$ cat src/rtl/core/bsc_ram.sv
module bsc_ram #(
   parameter int WIDTH = 8,
   parameter int DEPTH = 32,
   localparam int AW = (DEPTH > 1) ? $clog2(DEPTH) : 1
) (
   input  logic             clock,
   input  logic             we,
   input  logic [AW-1:0]    waddr,
   input  logic [WIDTH-1:0] wdata,
   input  logic [AW-1:0]    raddr,
   output logic [WIDTH-1:0] rdata
);

   logic [WIDTH-1:0] mem_ff [DEPTH];
   logic [WIDTH-1:0] rdata_ff;

   always_ff @(posedge clock) begin
      if (we) begin
         mem_ff[waddr] <= wdata;
      end
      rdata_ff <= mem_ff[raddr];
   end

   assign rdata = rdata_ff;

endmodule

$ cat config.mk
export PLATFORM = sky130hd
export DESIGN_NAME = bsc_ram
export DESIGN_NICKNAME = d
export VERILOG_FILES = /design/src/rtl/core/bsc_ram.sv
export SDC_FILE = /design/constraint.sdc
export NUM_CORES = 1
export LEC_CHECK = 0
export BUFFER_PORTS_ARGS = -buffer_cell sky130_fd_sc_hd__buf_2
export CAP_MARGIN = 15
export CELL_PAD_IN_SITES_DETAIL_PLACEMENT = 0
export CELL_PAD_IN_SITES_GLOBAL_PLACEMENT = 2
export CORE_MARGIN = 3
export CORE_UTILIZATION = 35
export DETAILED_ROUTE_END_ITERATION = 7
export PLACE_DENSITY_LB_ADDON = 0.1
export SYNTH_ARGS = -nofsm -noshare
export SYNTH_HDL_FRONTEND = slang
export SYNTH_SLANG_ARGS = --single-unit
$ cat constraint.sdc
create_clock -name clock -period 3.1 [get_ports clock]
set_clock_uncertainty 0.1 [all_clocks]
set_input_delay 0.465 -clock clock [delete_from_list [all_inputs] [get_ports clock]]
set_output_delay 0.465 -clock clock [all_outputs]
set_load 0.005 [all_outputs]
* After elaboration in Yosys (flattened, before gate mapping)
Memories as Yosys holds them, arrays and structs flattened. A register that Yosys moved wholly into a read port is not among the register bits.
Cells that the tools add are included.
** Word-level totals
- Output and inout port bits :: 8
- Flip-flop bits (word level) :: 0
- Memories :: 1
- Memory bits (writable) :: 256
- Bits of input ports :: 20
- Word-level logic and storage cells :: 3
** Cells by class
- Muxes and demuxes :: 2
** Memory list
- mem_ff :: depth 32, bits a word 8, read ports 1, clocked after memory_dff 1, wr ports 1, RTL line 14 : logic [WIDTH-1:0] mem_ff [DEPTH];
** Operators by type and width (number)
- $mux W1 :: 2

* Depth between registers and ports, before layout
- Depth in word-level cells :: 2
- Gate-level depth with buffers :: 5
- Gate-level depth less buffers :: 3

* Least setup slack after synthesis
OpenSTA, ideal clock, no wires.
- Path type :: input port to flip-flop
- Start :: in raddr[2]
- End :: reg rdata_ff[0] (netlist: rdata[0]) (read register of mem_ff)
- Stages :: 5
- Arrival time :: 2147 ps
- Setup slack :: 733 ps
- Path buffers :: 2
- Cell sequence :: clkbuf_1 > clkbuf_1 > mux4_2 > mux4_2 > mux2_2
** RTL lines
- from (decl) :: RTL line 10 : input logic [AW-1:0] raddr,
- to (decl) :: RTL line 15 : logic [WIDTH-1:0] rdata_ff;

==> qor.csv <==
metric,value,unit
placed_cell_area,10900,µm²
viasPerCell,5.04,
clkLatencyLatePin,530,ps
p_per_area,651,nW/µm²
ant_nets,0,
drv_slew,0,
fillers,2469,
syn_inst,417,
grt_max_degree,65,
cts_max_path_buffers,3,
die_h,175,µm
grt_use_met3,1.88,%
yosys_warnings,0,
worstMarginPinSlew,657,ps
coreArea,28000,µm²
io_buffers,27,
finish.utilization,42.4,%
numClockSinks,264,
drive_gt1_share,38.6,%
routed_wl,22800,µm
gr-total-overflow,0,
gp_congestion,0.708,
slew_headroom,56.2,%
layout_commonest_cell,edfxtp_1,
start_util,35.9,%
cp.arrival,2350,ps
grt_pass1_wl,33400,µm
globalRouteMet1Util,24.5,%
status,completed,
cts-root-buf,clkbuf_16,
fmaxAchievable,491,MHz
syn-num-nets,437,
antenna_found_initial,0,
yosys_register_bits,264,
hold_violations,0,
min_path_type,in2reg,
grtUsageMet2,22.0,%
syn_area,10100,µm²
grt_pass1_vias,4603,
yosysSeqAreaShare,78.1,%
cts_setup_buffers,0,
period_minus_slack,2040,ps
rows,61,
nets,514,
drtIter0Drc,517,
gr-max-usage-layer,met1,
cp_max_fo,15,
cts.clk_slew.worst_paths,60,ps
worstPathRequired,3410,ps
setup_tns,0,ps
end_kind,flop,
drc_errors,0,
h-tree-depth,1,
setup_viol,0,
layout_common_cells,"edfxtp_1 (256), mux4_2 (80), buf_4 (35)",
firstDrtPassIters,4,
dpl.cell_count,842,
worstSetupPathType,in2reg,
postCtsHoldBufs,0,
syn2layout_area_growth,18.0,%
cts.repair.resized,0,
routed-via-count,4513,
drv_cap,0,
fin_cells,895,
final.period_utilization,65.7,%
rsz0062_at_grt,no,
crit_path_start_kind,input port,
fp.dieW,175,µm
ys_types,15,
routedWlPerCell,25.5,µm
boundaryPins,28,
place_hpwl,14300,µm
cts_buffers,28,
die_area,30800,µm²
design_area,11900,µm²
p_leak,3.78,nW
syn_avg_cell_area,24.1,µm²
track_usage,15.1,%
peakVddDrop,327,µV
cts_tree,yes,
-- logic make-up (layout without fill, tap and decap cells) --
| family | count (synthesis) | count (layout) | synth area share, % |
|---|---|---|---|
| other cells | 0 | 1 | 0 |
| simple gates | 45 | 45 | 2.07 |
| mux | 88 | 88 | 18.8 |
| buf+inv | 20 | 119 | 1.06 |
| flops | 264 | 264 | 78.1 |
-- registers in the layout, summed over array words and instances (netlist names) --
name and cells:
rdata 8, mem_ff 256
-- final cells by class --
type	instances	area (µm²)	area share (%)
antenna	1	2.50	0.0211
multi-input combinational	133	2100	17.7
timing repair buffer	67	513	4.32
clock inverter	18	186	1.57
sequential	264	7850	66.1
tap	378	473	3.99
clock buffer	34	744	6.27
-- worst max-delay path, cell delays in order --
cell	delay, ps
buf_4	140
buf_12	190
buf_12	170
mux4_2	550
mux4_2	530
mux2_2	280
-- where the power goes --
group          switching [mW]  leakage, nW  internal [mW]  total, mW
sequential             0.0244         2.37           3.97       3.99
combinational           0.219        0.940          0.176      0.395
clock                    1.30        0.461           2.03       3.33
-- path summary, 6_finish.rpt --
kind                               startpoint       end  slack [ps]  cells past startpoint
worst max-delay path                 raddr[0]  rdata[0]        1060                      6
worst max register to register  mem_ff[21][2]  rdata[2]        1160                      3
worst min-delay path                 raddr[3]  rdata[3]         310                      2
worst min register to register  mem_ff[16][3]  rdata[3]         810                      3
-- metal layers --
layer	part of all wire, %	wire length, µm	vias up
met5	0	0	-
met2	45	10200	96
met4	1.5	340	0
met1	50	11300	2457
met3	4.1	930	23
li1	-	-	1937
-- cells in the mapped netlist --
cell type  instances  area (µm²)
edfxtp_1         256        7690
mux4_2            80        1800
nor2_1            33         124
dfxtp_1            8         160
mux2_2             8        90.1
buf_1              6        22.5
buf_4              6        45.0
clkbuf_1           6        22.5
nand3b_1           5        37.5
or3b_2             3        26.3
nand3_1            2        10.0
buf_2              1        5.00
buf_6              1        11.3
nand2_1            1        3.75
or3_1              1        6.26
-- through the flow --
step           power [mW]  hold WS (ps)  setup WS (ps)
6_report             7.72           308           1060
5_1_grt              8.00           284           1030
3_3_place_gp         4.47           762            508
3_5_place_dp         4.48           753            485
4_1_cts              7.85           269           1060
2_1_floorplan        4.27           464            733
No activity file was read; power rests on OpenSTA's default activity.
