`src/rtl/core/bsc_pkg.sv`:
```
package bsc_pkg;

   localparam int PROCESSES_DEF = 16;
   localparam int RESOURCES_DEF = 32;

   // item field widths
   localparam int OP_W     = 2;
   localparam int PROC_W   = 4;
   localparam int RES_W    = 5;
   localparam int AMOUNT_W = 9;
   localparam int UNIT_W   = 8;
   localparam int COUNT_W  = 5;
   // widened index for range checks against parameters up to 127
   localparam int IDX_W    = 7;

   typedef enum logic [OP_W-1:0] {
      OP_TOTAL   = 2'd0,
      OP_CLAIM   = 2'd1,
      OP_REQUEST = 2'd2
   } op_type;

   typedef enum logic [3:0] {
      ST_CLEAR,
      ST_IDLE,
      ST_WRD,
      ST_WUSE,
      ST_CRD,
      ST_CUSE,
      ST_ARD,
      ST_AUSE,
      ST_DECIDE,
      ST_MRD,
      ST_MUSE,
      ST_PCLR,
      ST_OUT
   } state_type;

   typedef struct packed {
      state_type state;
      logic      new_pass;
   } ctl_type;

   typedef struct packed {
      logic last_go;
      logic proc_ok;
      logic fin;
      logic fail;
      logic progress;
      logic grant;
      logic rsp_free;
   } sts_type;

   function automatic logic [UNIT_W-1:0] clamp_unit(input logic signed [AMOUNT_W:0] v);
      logic [UNIT_W-1:0] r;
      if (v < 0) begin
         r = '0;
      end else if (v > 10'sd255) begin
         r = '1;
      end else begin
         r = v[UNIT_W-1:0];
      end
      return r;
   endfunction

endpackage

```
`src/rtl/core/bsc_ctrl.sv`:
```
module bsc_ctrl import bsc_pkg::*; #(
   parameter int PROCESSES = PROCESSES_DEF,
   parameter int RESOURCES = RESOURCES_DEF,
   localparam int PW = $clog2(PROCESSES),
   localparam int RW = (RESOURCES > 1) ? $clog2(RESOURCES) : 1
) (
   input  logic          clock,
   input  logic          reset,
   input  sts_type       sts,
   output ctl_type       ctl,
   output logic [PW-1:0] p_idx,
   output logic [RW-1:0] r_idx
);

   state_type     state_ff, state_in;
   logic [PW-1:0] p_ff, p_in;
   logic [RW-1:0] r_ff, r_in;
   logic          p_last, r_last;
   logic          adv_p;
   state_type     adv_state;
   logic [PW-1:0] adv_pval;

   assign p_last = (p_ff == PW'(PROCESSES - 1));
   assign r_last = (r_ff == RW'(RESOURCES - 1));

   // moving on to the next row of the check
   assign adv_p = (state_ff == ST_CRD && sts.fin) || (state_ff == ST_CUSE && sts.fail)
               || (state_ff == ST_AUSE && r_last);

   always_comb begin
      if (p_last) begin
         adv_pval  = '0;
         adv_state = sts.progress ? ST_CRD : ST_DECIDE;
      end else begin
         adv_pval  = p_ff + PW'(1);
         adv_state = ST_CRD;
      end
   end

   always_comb begin
      state_in = state_ff;
      p_in     = p_ff;
      r_in     = r_ff;
      unique case (state_ff)
         ST_CLEAR: begin
            r_in = r_last ? '0 : r_ff + RW'(1);
            if (r_last) begin
               p_in = p_last ? '0 : p_ff + PW'(1);
               if (p_last) begin
                  state_in = ST_IDLE;
               end
            end
         end
         ST_IDLE: begin
            if (sts.last_go) begin
               p_in     = '0;
               r_in     = '0;
               state_in = sts.proc_ok ? ST_WRD : ST_PCLR;
            end
         end
         ST_WRD: state_in = ST_WUSE;
         ST_WUSE: begin
            if (p_last) begin
               p_in = '0;
               r_in = r_last ? '0 : r_ff + RW'(1);
               state_in = r_last ? ST_CRD : ST_WRD;
            end else begin
               p_in     = p_ff + PW'(1);
               state_in = ST_WRD;
            end
         end
         ST_CRD: begin
            if (adv_p) begin
               p_in     = adv_pval;
               state_in = adv_state;
            end else begin
               state_in = ST_CUSE;
            end
         end
         ST_CUSE: begin
            if (adv_p) begin
               r_in     = '0;
               p_in     = adv_pval;
               state_in = adv_state;
            end else if (r_last) begin
               r_in     = '0;
               state_in = ST_ARD;
            end else begin
               r_in     = r_ff + RW'(1);
               state_in = ST_CRD;
            end
         end
         ST_ARD: state_in = ST_AUSE;
         ST_AUSE: begin
            if (adv_p) begin
               r_in     = '0;
               p_in     = adv_pval;
               state_in = adv_state;
            end else begin
               r_in     = r_ff + RW'(1);
               state_in = ST_ARD;
            end
         end
         ST_DECIDE: begin
            r_in     = '0;
            state_in = sts.grant ? ST_MRD : ST_PCLR;
         end
         ST_MRD: state_in = ST_MUSE;
         ST_MUSE: begin
            r_in     = r_last ? '0 : r_ff + RW'(1);
            state_in = r_last ? ST_PCLR : ST_MRD;
         end
         ST_PCLR: begin
            r_in = r_last ? '0 : r_ff + RW'(1);
            if (r_last) begin
               state_in = ST_OUT;
            end
         end
         ST_OUT: begin
            if (sts.rsp_free) begin
               state_in = ST_IDLE;
            end
         end
         default: state_in = ST_CLEAR;
      endcase
   end

   always_comb begin
      ctl.state    = state_ff;
      ctl.new_pass = adv_p && p_last && sts.progress;
   end

   always_ff @(posedge clock) begin
      if (reset) begin
         state_ff <= ST_CLEAR;
         p_ff     <= '0;
         r_ff     <= '0;
      end else begin
         state_ff <= state_in;
         p_ff     <= p_in;
         r_ff     <= r_in;
      end
   end

   assign p_idx = p_ff;
   assign r_idx = r_ff;

endmodule

```
`config.mk`:
```
export PLATFORM = sky130hd
export DESIGN_NAME = bsc_ctrl
export DESIGN_NICKNAME = d
export VERILOG_FILES = /design/src/rtl/core/bsc_pkg.sv /design/src/rtl/core/bsc_ctrl.sv
export SDC_FILE = /design/constraint.sdc
export NUM_CORES = 1
export LEC_CHECK = 0
export BUFFER_PORTS_ARGS = -buffer_cell sky130_fd_sc_hd__buf_2
export CORE_ASPECT_RATIO = 0.7
export CORE_MARGIN = 3
export CORE_UTILIZATION = 45
export CTS_CLUSTER_DIAMETER = 40
export DETAILED_ROUTE_END_ITERATION = 8
export PLACE_DENSITY = 0.68
export SYNTH_ARGS = -nofsm -noshare
export SYNTH_HDL_FRONTEND = slang
export SYNTH_SLANG_ARGS = --single-unit
```
`constraint.sdc`:
```
create_clock -name clock -period 2.7 [get_ports clock]
set_input_delay 0.27 -clock clock [delete_from_list [all_inputs] [get_ports clock]]
set_output_delay 0.27 -clock clock [all_outputs]
set_load 0.02 [all_outputs]
```
Word level (Yosys, flattened, before mapping)
Cells that the tools add are included.

cells by class
  add/subtract/negate cells = 2
  eq/ne operators = 21
  mux-type cells = 28
  reductions and logical operators = 15

operators by type and width
  cell                                                                   number
  4-bit two-way mux                                                      15
  4-bit one-hot mux with 13 select lines                                 1
  5-bit one-hot mux with 6 select lines                                  1
  5-bit two-way mux                                                      5
  4-bit equality test, second input constant                             6
  4-bit by 3-bit equality test with 1-bit output, second input constant  4
  4-bit one-hot mux with 4 select lines                                  1
  2-bit != test, second input constant                                   6
  4-bit by 2-bit equality test with 1-bit output, second input constant  2
  2-bit two-way mux                                                      3
  3-bit two-way mux                                                      2
  6-bit nonzero test                                                     1
  3-bit OR reduction                                                     2
  5-bit by 1-bit adder with 5-bit output, second input constant          1
  5-bit equality test, second input constant                             1
  1-bit logical AND                                                      5
  5-bit AND reduction                                                    1
  4-bit by 1-bit adder with 4-bit output, second input constant          1
  4-bit by 1-bit equality test with 1-bit output, second input constant  1
  4-bit zero test                                                        1
  4-bit AND reduction                                                    1
  4-bit nonzero test                                                     1
  3-bit AND reduction                                                    1
  1-bit logical OR                                                       2
  2-bit by 1-bit != test with 1-bit output, second input constant        1

storage, ports and cells
  register bits = 13
  input bits = 9
  output and inout bits = 14
  logic and storage cells = 69

Logic depth before layout (Yosys ltp)
Gate-level depths: netlist of run 1.

  depth after elaboration = 6
  gate-level depth with buffers = 9
  depth with buffers taken out = 8

Least setup slack after synthesis of run 1
Ideal clock, no wire load.

  path kind = reg-to-reg
  start = register r_ff[0], in the netlist r_idx[0]
  end = register p_ff[0], in the netlist p_idx[0]
  library setup time = 71 ps
  arrival = 2,408 ps
  data required time = 2,629 ps
  path slack = 222 ps
  cell stages (with the launch flop) = 10
  path buffers = 1
  clock period less this slack = 2,478 ps
  cell sequence = dfxtp_1 -> ha_1 -> and3_1 -> ha_1 -> buf_2 -> nand3_2 -> a2bb2oi_2 -> a2111o_1 -> or4_1 -> a21oi_1

on the way
  cells in the longest elaborated chain, start to end = 5
  elaborated cells on any way between the ends = 6
  those cells by class = eq/ne: 3; reduce/logical: 3

ends and longest elaborated chain
  what                                                RTL line         source
  from (decl)                                         bsc_ctrl.sv:17   logic [RW-1:0] r_ff, r_in;
  from (signal assigned)                              bsc_ctrl.sv:141  r_ff <= r_in;
  5-bit equality test (*)                             bsc_ctrl.sv:24   assign r_last = (r_ff == RW'(RESOURCES - 1));
  1-bit logical AND                                   bsc_ctrl.sv:28   || (state_ff == ST_AUSE && r_last);
  1-bit logical OR                                    bsc_ctrl.sv:28
  2-bit by 1-bit != test with 1-bit output (no line)  -
  4-bit AND reduction (no line) (*)                   -
  to (signal assigned)                                bsc_ctrl.sv:140  p_ff <= p_in;
  to (decl)                                           bsc_ctrl.sv:16   logic [PW-1:0] p_ff, p_in;

Mark *: on every way between the ends. The rest lies on a longest branch, timed or not.
A chain may end at the register's enable or synchronous reset.

Final worst setup path of run 1
Ends and elaborated chain as after synthesis.

==> metrics.txt, run 1 <==
status finished clean; WL per Instance 16.5 µm; DR pass1 iterations 4; Post-synth top cells a21oi_1 (13), dfxtp_1 (13), nor2_1 (12); initial antenna violation count 0; Synth top area share 25.2%; final period utilization between 90 and 100%; Diodes inserted 0; fill cell count 196; clock root cell clkbuf_4; Placed Area 0.00116 mm²; Setup TNS 0 ns; H-tree Lvls 1; average cell area after synthesis 7.71 µm²; Post-CTS Hold Fix Bufs 0; CP max FO 9; FF/Latch Area 260 µm²; Main synth FF type dfxtp_1; register area share after synthesis 25.2%; area leader, netlist dfxtp_1; Lkg Pwr 0.445 nW; drt total wl roughly 3000 µm; Setup CP Type reg -> reg; Achievable Freq 401 MHz; Starting Density 51.2%; Worst Max-Slew Pin Slew 0.686 ns; Power Density 305 mW/mm²; Clk pin slew, worst setup/hold paths approximately 0.090 ns; clock buffer count from CTS 3; count of final hold-check violations 0; DPL Wire Length approximately 2200 µm; HP Class in -> reg; Max Slew Vio Count 0; core area between 0.002 and 0.0025 mm²; layout cell share with drive strength beyond 1 24.0%; DIE HEIGHT approximately 46 µm; EDFF count, synth 0; Post-Syn Area 0.00103 mm²; number of global-route vias before repair 1053; global route overflow 0; Async S/R FF share, synth 0%; gr usage total 22.7%; Final Setup Violations 0; Crit. End Element flop; routability cong. 0.949; Rows 13; die area roughly 0.0029 mm²; critical path data arrival time 2.71 ns; area occupied by multi-input gates ~700 µm²; Final min period 2.49 ns; Max IR drop VDD 0.208 mV; clk sink count 13; worst slew margin relative to its limit around 54%; drt via density 6.26; Worst Skew 0.00986 ns; Net Count, Synth 146; first-pass GRT wire length 5090 µm; unrepaired setup endpoints after global routing no; DIE WIDTH between 60 and 70 µm; IO Pins 23; IO buf count 22; Layout Nets around 170; synthesized flop and latch total 13; synth unique cells 51; Max-Cap Viols 0; pin count of the biggest net entering global routing 16; vias 1151; Worst Path Required 2.92 ns; Design Power 0.000363 W; Synth area leaders dfxtp_1 (25%), a21oi_1 (6.3%), nor2_1 (4.4%); DR DRC count 0; Post-Synthesis Cells around 130; Design Area, Final 0.00119 mm²; TritonCTS clock tree done; worst skew pair latency 0.29 ns; synth warn 0; Iteration-0 DRC Markers 96; DRT antenna net count 0; Setup Buffers After CTS 0; Startpoint Class flop; Longest Clk Path Bufs 2; area grow syn2layout 15.0%
## routing by layer
layer | share of wire, % | global-route usage (%) | up-vias
li1 | - | - | 550
met1 | 45 | 30.6 | 524
met2 | 42 | 34.4 | 67
met3 | 12 | 8.54 | 10
met4 | 1.1 | 6.01 | 0
met5 | 0 | 0 | -
## worst max-delay path: stages, from the launching register on
cell	delay (ns)
dfxtp_1	0.40
ha_1	0.21
and3_1	0.16
ha_2	0.26
nand3_2	0.09
a2bb2oi_2	0.17
a2111o_1	0.50
or4_1	0.50
a21oi_1	0.13
## where the power goes
group | internal [W] | total, W | switching (W)
clock network | 0.0000575 | 0.000130 | 0.0000729
logic | 0.0000136 | 0.0000326 | 0.0000190
registers | 0.000195 | 0.000200 | 0.00000414
## layout make-up
type	instances	area share, %
multi-input cells	105	59.1
flip-flops and latches	13	21.9
repair buffers	26	11.8
well taps	30	3.16
clock buffers	4	2.21
inverters	6	1.89
## registers in the layout, summed over array words and instances, names as in the netlist
register,cells
p_idx,4
r_idx,5
state_ff,4
## path summary, 6_finish.rpt
check	slack, ns	cells after the start	to	startpoint
worst min-delay path	0.29	4	state_ff[2]$_SDFFE_PP0P_	sts[0]
worst min register to register	0.48	2	p_idx[1]$_SDFFE_PP0P_	p_idx[1]$_SDFFE_PP0P_
worst max register to register	0.21	8	p_idx[0]$_SDFFE_PP0P_	r_idx[0]$_SDFFE_PP0P_
worst max-delay path	0.21	8	p_idx[0]$_SDFFE_PP0P_	r_idx[0]$_SDFFE_PP0P_
## placed cells by master (no fill, tap or decap), drive strengths merged, types with 2 or more instances in the layout
cell	synthesis	final
a31oi	2	2
a2111o	2	2
a211oi	3	3
ha	3	3
nand2	8	8
o311ai	2	2
nor3b	4	4
and3	2	2
nand2b	4	4
inv	6	6
a21oi	13	13
a2bb2oi	2	2
nor4	2	2
nor2b	3	3
or4b	2	2
o21a	2	2
nor3	6	6
o32ai	2	2
o22ai	2	2
dfxtp	13	13
o21ai	4	4
clkbuf	3	4
o221ai	2	2
buf	7	26
nor2	12	12
nand3	5	5
## metrics by stage
stage                     utilization, %  cells  hold slack [ns]  worst slack [ns]
after global routing                58.9    184            0.324            0.0107
final                               58.9    184            0.286             0.208
after CTS                           58.8    184            0.298             0.157
after floorplan                        -    134            0.342             0.222
after global placement              57.5    180            0.475             0.258
after detailed placement            57.5    180            0.477             0.186
## kinds of logic (layout without fill, tap and decap cells)
family	after synthesis	after routing	share of synthesized area [%]
AO/OA/AOI/OAI	44	44	30.1
adder cells (fa/ha/maj)	3	3	3.63
buffers and inverters	16	36	7.14
flip-flops	13	13	25.2
multiplexers	2	2	2.42
AND/OR/NAND/NOR	56	56	31.5
## timing repair
item	CTS	global route
endpoints found under the setup margin	0	1
resized for setup	0	1
hold endpoints to repair	0	0
(Power assumes the default switching activity.)
==> run 2, diff against run 1 <==
--- a/config.mk
+++ b/config.mk
@@ -6,12 +6,15 @@
 export NUM_CORES = 1
 export LEC_CHECK = 0
 export BUFFER_PORTS_ARGS = -buffer_cell sky130_fd_sc_hd__buf_2
+export CAP_MARGIN = 15
+export CELL_PAD_IN_SITES_DETAIL_PLACEMENT = 0
+export CELL_PAD_IN_SITES_GLOBAL_PLACEMENT = 2
 export CORE_ASPECT_RATIO = 0.7
 export CORE_MARGIN = 3
-export CORE_UTILIZATION = 45
+export CORE_UTILIZATION = 30
 export CTS_CLUSTER_DIAMETER = 40
 export DETAILED_ROUTE_END_ITERATION = 8
-export PLACE_DENSITY = 0.68
+export PLACE_DENSITY_LB_ADDON = 0.1
 export SYNTH_ARGS = -nofsm -noshare
 export SYNTH_HDL_FRONTEND = slang
 export SYNTH_SLANG_ARGS = --single-unit
==> run 2 against run 1 <==
Compared with the run above: register-to-register slack improved by 0.04 ns; routed wire length decreased by 1.6%; first-iteration DRC count increased by 31%; final area increased by 4.5%; clock skew decreased by 0.0049 ns; highest routed layer unchanged; worst hold slack improved by 0.064 ns; sequential share of layout area decreased by 0.95 points; largest power group unchanged; total power increased by 13%.
==> metrics.txt, run 2 (synthesis results as in run 1) <==
CP max-delay cell a2111o_1; DPL Wire Length 2270 µm (+2.6%); Global Route met2 Usage 25.9% (-8.5 points); CP max stage delay 0.51 ns (about the same); Crit. End Element flop; r2r endpoint p_idx[0]$_SDFFE_PP0P_; Max IR drop VDD 0.201 mV (-3.2%); die area 0.00420 mm² (+44%); Reg2Reg Launch Point r_idx[0]$_SDFFE_PP0P_; fill cell count 369 (+88%); Clk pin slew, worst setup/hold paths 0.06 ns (-0.03 ns); Max-Cap Viols 0 (unchanged); unrepaired setup endpoints after global routing no; r2r setup slk 0.25 ns (+0.04 ns); core area 0.00323 mm² (+60%); pin count of the biggest net entering global routing 16 (unchanged); area grow syn2layout 20.2%; IO buf count 22 (unchanged); Final min period 2.45 ns (-0.0395 ns); routability cong. 0.782 (-18%); critical path data arrival time 2.63 ns (-0.08 ns); Startpoint Class flop; crit-path cells ha_1 -> and3_1 -> ha_1 -> nand3_2 -> a2bb2oi_2 -> a2111o_1 -> or4_1 -> a21oi_1; first-pass GRT wire length 4940 µm (-3.0%); Worst Max-Slew Pin Slew 0.671 ns (-0.0153 ns); worst skew pair latency 0.24 ns (-0.05 ns); worst slew margin relative to its limit 55.0% (+1.0 points); crit path to p_idx[0]$_SDFFE_PP0P_; WL per Instance 14.7 µm (-11%); H-tree Lvls 1 (unchanged); DRT antenna net count 0 (unchanged); IO Pins 23 (unchanged); post-place setup slack 0.241 ns (+0.0556 ns); CP max FO 7 (-2); GR Util met1 19.7% (-11 points); area occupied by multi-input gates 699 µm² (-0.36%); status finished clean; DR DRC count 0 (unchanged); Final Setup Violations 0 (unchanged); Design Power 0.000409 W (+13%); Worst Skew 0.00495 ns (-0.00491 ns); layout cell share with drive strength beyond 1 25.0% (+0.97 points); Post-CTS Hold Fix Bufs 0 (unchanged); max FFs per register 5 (unchanged); Iteration-0 DRC Markers 126 (+31%); Setup TNS 0 ns (unchanged); critical path startpoint r_idx[0]$_SDFFE_PP0P_; Starting Density 32.0% (-19 points); Setup CP Type reg -> reg; Diodes inserted 0 (unchanged); Lkg Pwr 0.469 nW (+5.2%); DIE HEIGHT 55.1 µm (+20%); global route overflow 0 (unchanged); clock buffer count from CTS 3 (unchanged); Achievable Freq 408 MHz (+1.6%); setup ws final 0.247 ns (+0.0395 ns); Layout Utilization 38.4% (-21 points); number of global-route vias before repair 1022 (-2.9%); commonest cells after routing, fill and taps aside buf_2 (22), a21oi_1 (13), dfxtp_1 (13), nor2_1 (12), nand2_1 (8); drt via density 5.40 (-14%); Worst Path Buf+Inv 0 (unchanged); Max Slew Vio Count 0 (unchanged); DIE WIDTH 76.2 µm (+20%); Power Density 329 mW/mm² (+7.9%); critical path depth 8 (unchanged); Gate power share 7.8% (-1.2 points); M3 GR Usage 4.21% (-4.3 points); Seq pwr share 48.9% (-6.1 points); Layout Nets 169 (+1.2%); clk sink count 13 (unchanged); Worst Path Required 2.88 ns (-0.04 ns); drt total wl 2990 µm (-1.6%); DR pass1 iterations 5 (+1); Setup Buffers After CTS 0 (unchanged); vias 1097 (-4.7%); Clock power frac 43.3% (+7.3 points); HP Class in -> reg; Rows 17 (+4); reg2reg path depth 8 (unchanged); CTS resizes 0 (unchanged); Top Usage Layer GRT met2; cell mode on critical path ha_1; Longest Clk Path Bufs 2 (unchanged); most common cell after layout, fill and taps aside buf_2; FF/Latch Area 260 µm² (unchanged); Placed Area 0.00120 mm² (+3.1%); TritonCTS clock tree done; internal power 0.000311 W (+17%); crit-path leading delay family compound AO/OA/AOI/OAI gates; Design Area, Final 0.00124 mm² (+4.5%); Switching Fraction 23.9% (-2.6 points); count of final hold-check violations 0 (unchanged); gr usage total 15.3% (-7.4 points); final period utilization 90.8% (-1.5 points); clock root cell clkbuf_8; initial antenna violation count 0 (unchanged); Switch Pwr 0.0000977 W (+1.7%)
run 2: cell types whose count changed in the layout (fill, tap and decap cells not counted), sizes merged:
cell / previous run / this run
clkbuf: 4 / 3
buf: 26 / 28
clkinv: 0 / 1
run 2: layout make-up:
class                      count  share of cell area [%]
sequential                    13                    20.9
clock inverter                 1                   0.403
multi-input combinational    105                    56.3
timing repair buffer          28                    12.5
tap                           47                    4.73
inverter                       6                    1.81
clock buffer                   3                    3.32
run 2: worst min-delay path by stage:
stage / start / to / slack [ns] / depth (start not counted)
6_report: sts[0] / state_ff[2]$_SDFFE_PP0P_ / 0.35 / 4
5_1_grt: sts[0] / state_ff[2]$_SDFFE_PP0P_ / 0.37 / 4
3_5_place_dp: r_idx[4]$_SDFFE_PP0P_ / r_idx[4]$_SDFFE_PP0P_ / 0.48 / 2
4_1_cts: sts[0] / state_ff[2]$_SDFFE_PP0P_ / 0.34 / 4
2_1_floorplan: reset / state_ff[2]$_SDFFE_PP0P_ / 0.34 / 1
3_3_place_gp: r_idx[4]$_SDFFE_PP0P_ / r_idx[4]$_SDFFE_PP0P_ / 0.47 / 2
run 2: metrics by stage:
| stage | instances | hold slack, ns |
|---|---|---|
| 2_1_floorplan | 134 | 0.342 |
| 3_3_place_gp | 199 | 0.473 |
| 3_5_place_dp | 199 | 0.477 |
| 4_1_cts | 203 | 0.345 |
| 5_1_grt | 203 | 0.370 |
| 6_report | 203 | 0.350 |
run 2: worst reg2reg max path: stages, from the launching register on:
cell       delay (ns)
dfxtp_1          0.40
ha_1             0.22
and3_1           0.17
ha_1             0.20
nand3_2          0.09
a2bb2oi_2        0.18
a2111o_1         0.51
or4_1            0.49
a21oi_1          0.13
run 2: routing by layer:
layer	routed length, µm	up-vias
met5	0	-
met4	12	0
met3	118	2
met2	1300	16
met1	1560	525
li1	-	554
run 2: power groups by stage:
stage | Sequential (W) | Clock (W) | Combinational, W
detailed placement | 0.000204 | 0 | 0.0000325
floorplan | 0.000208 | 0 | 0.0000123
global placement | 0.000204 | 0 | 0.0000323
finish | 0.000200 | 0.000177 | 0.0000320
global route | 0.000201 | 0.000194 | 0.0000360
CTS | 0.000200 | 0.000185 | 0.0000326
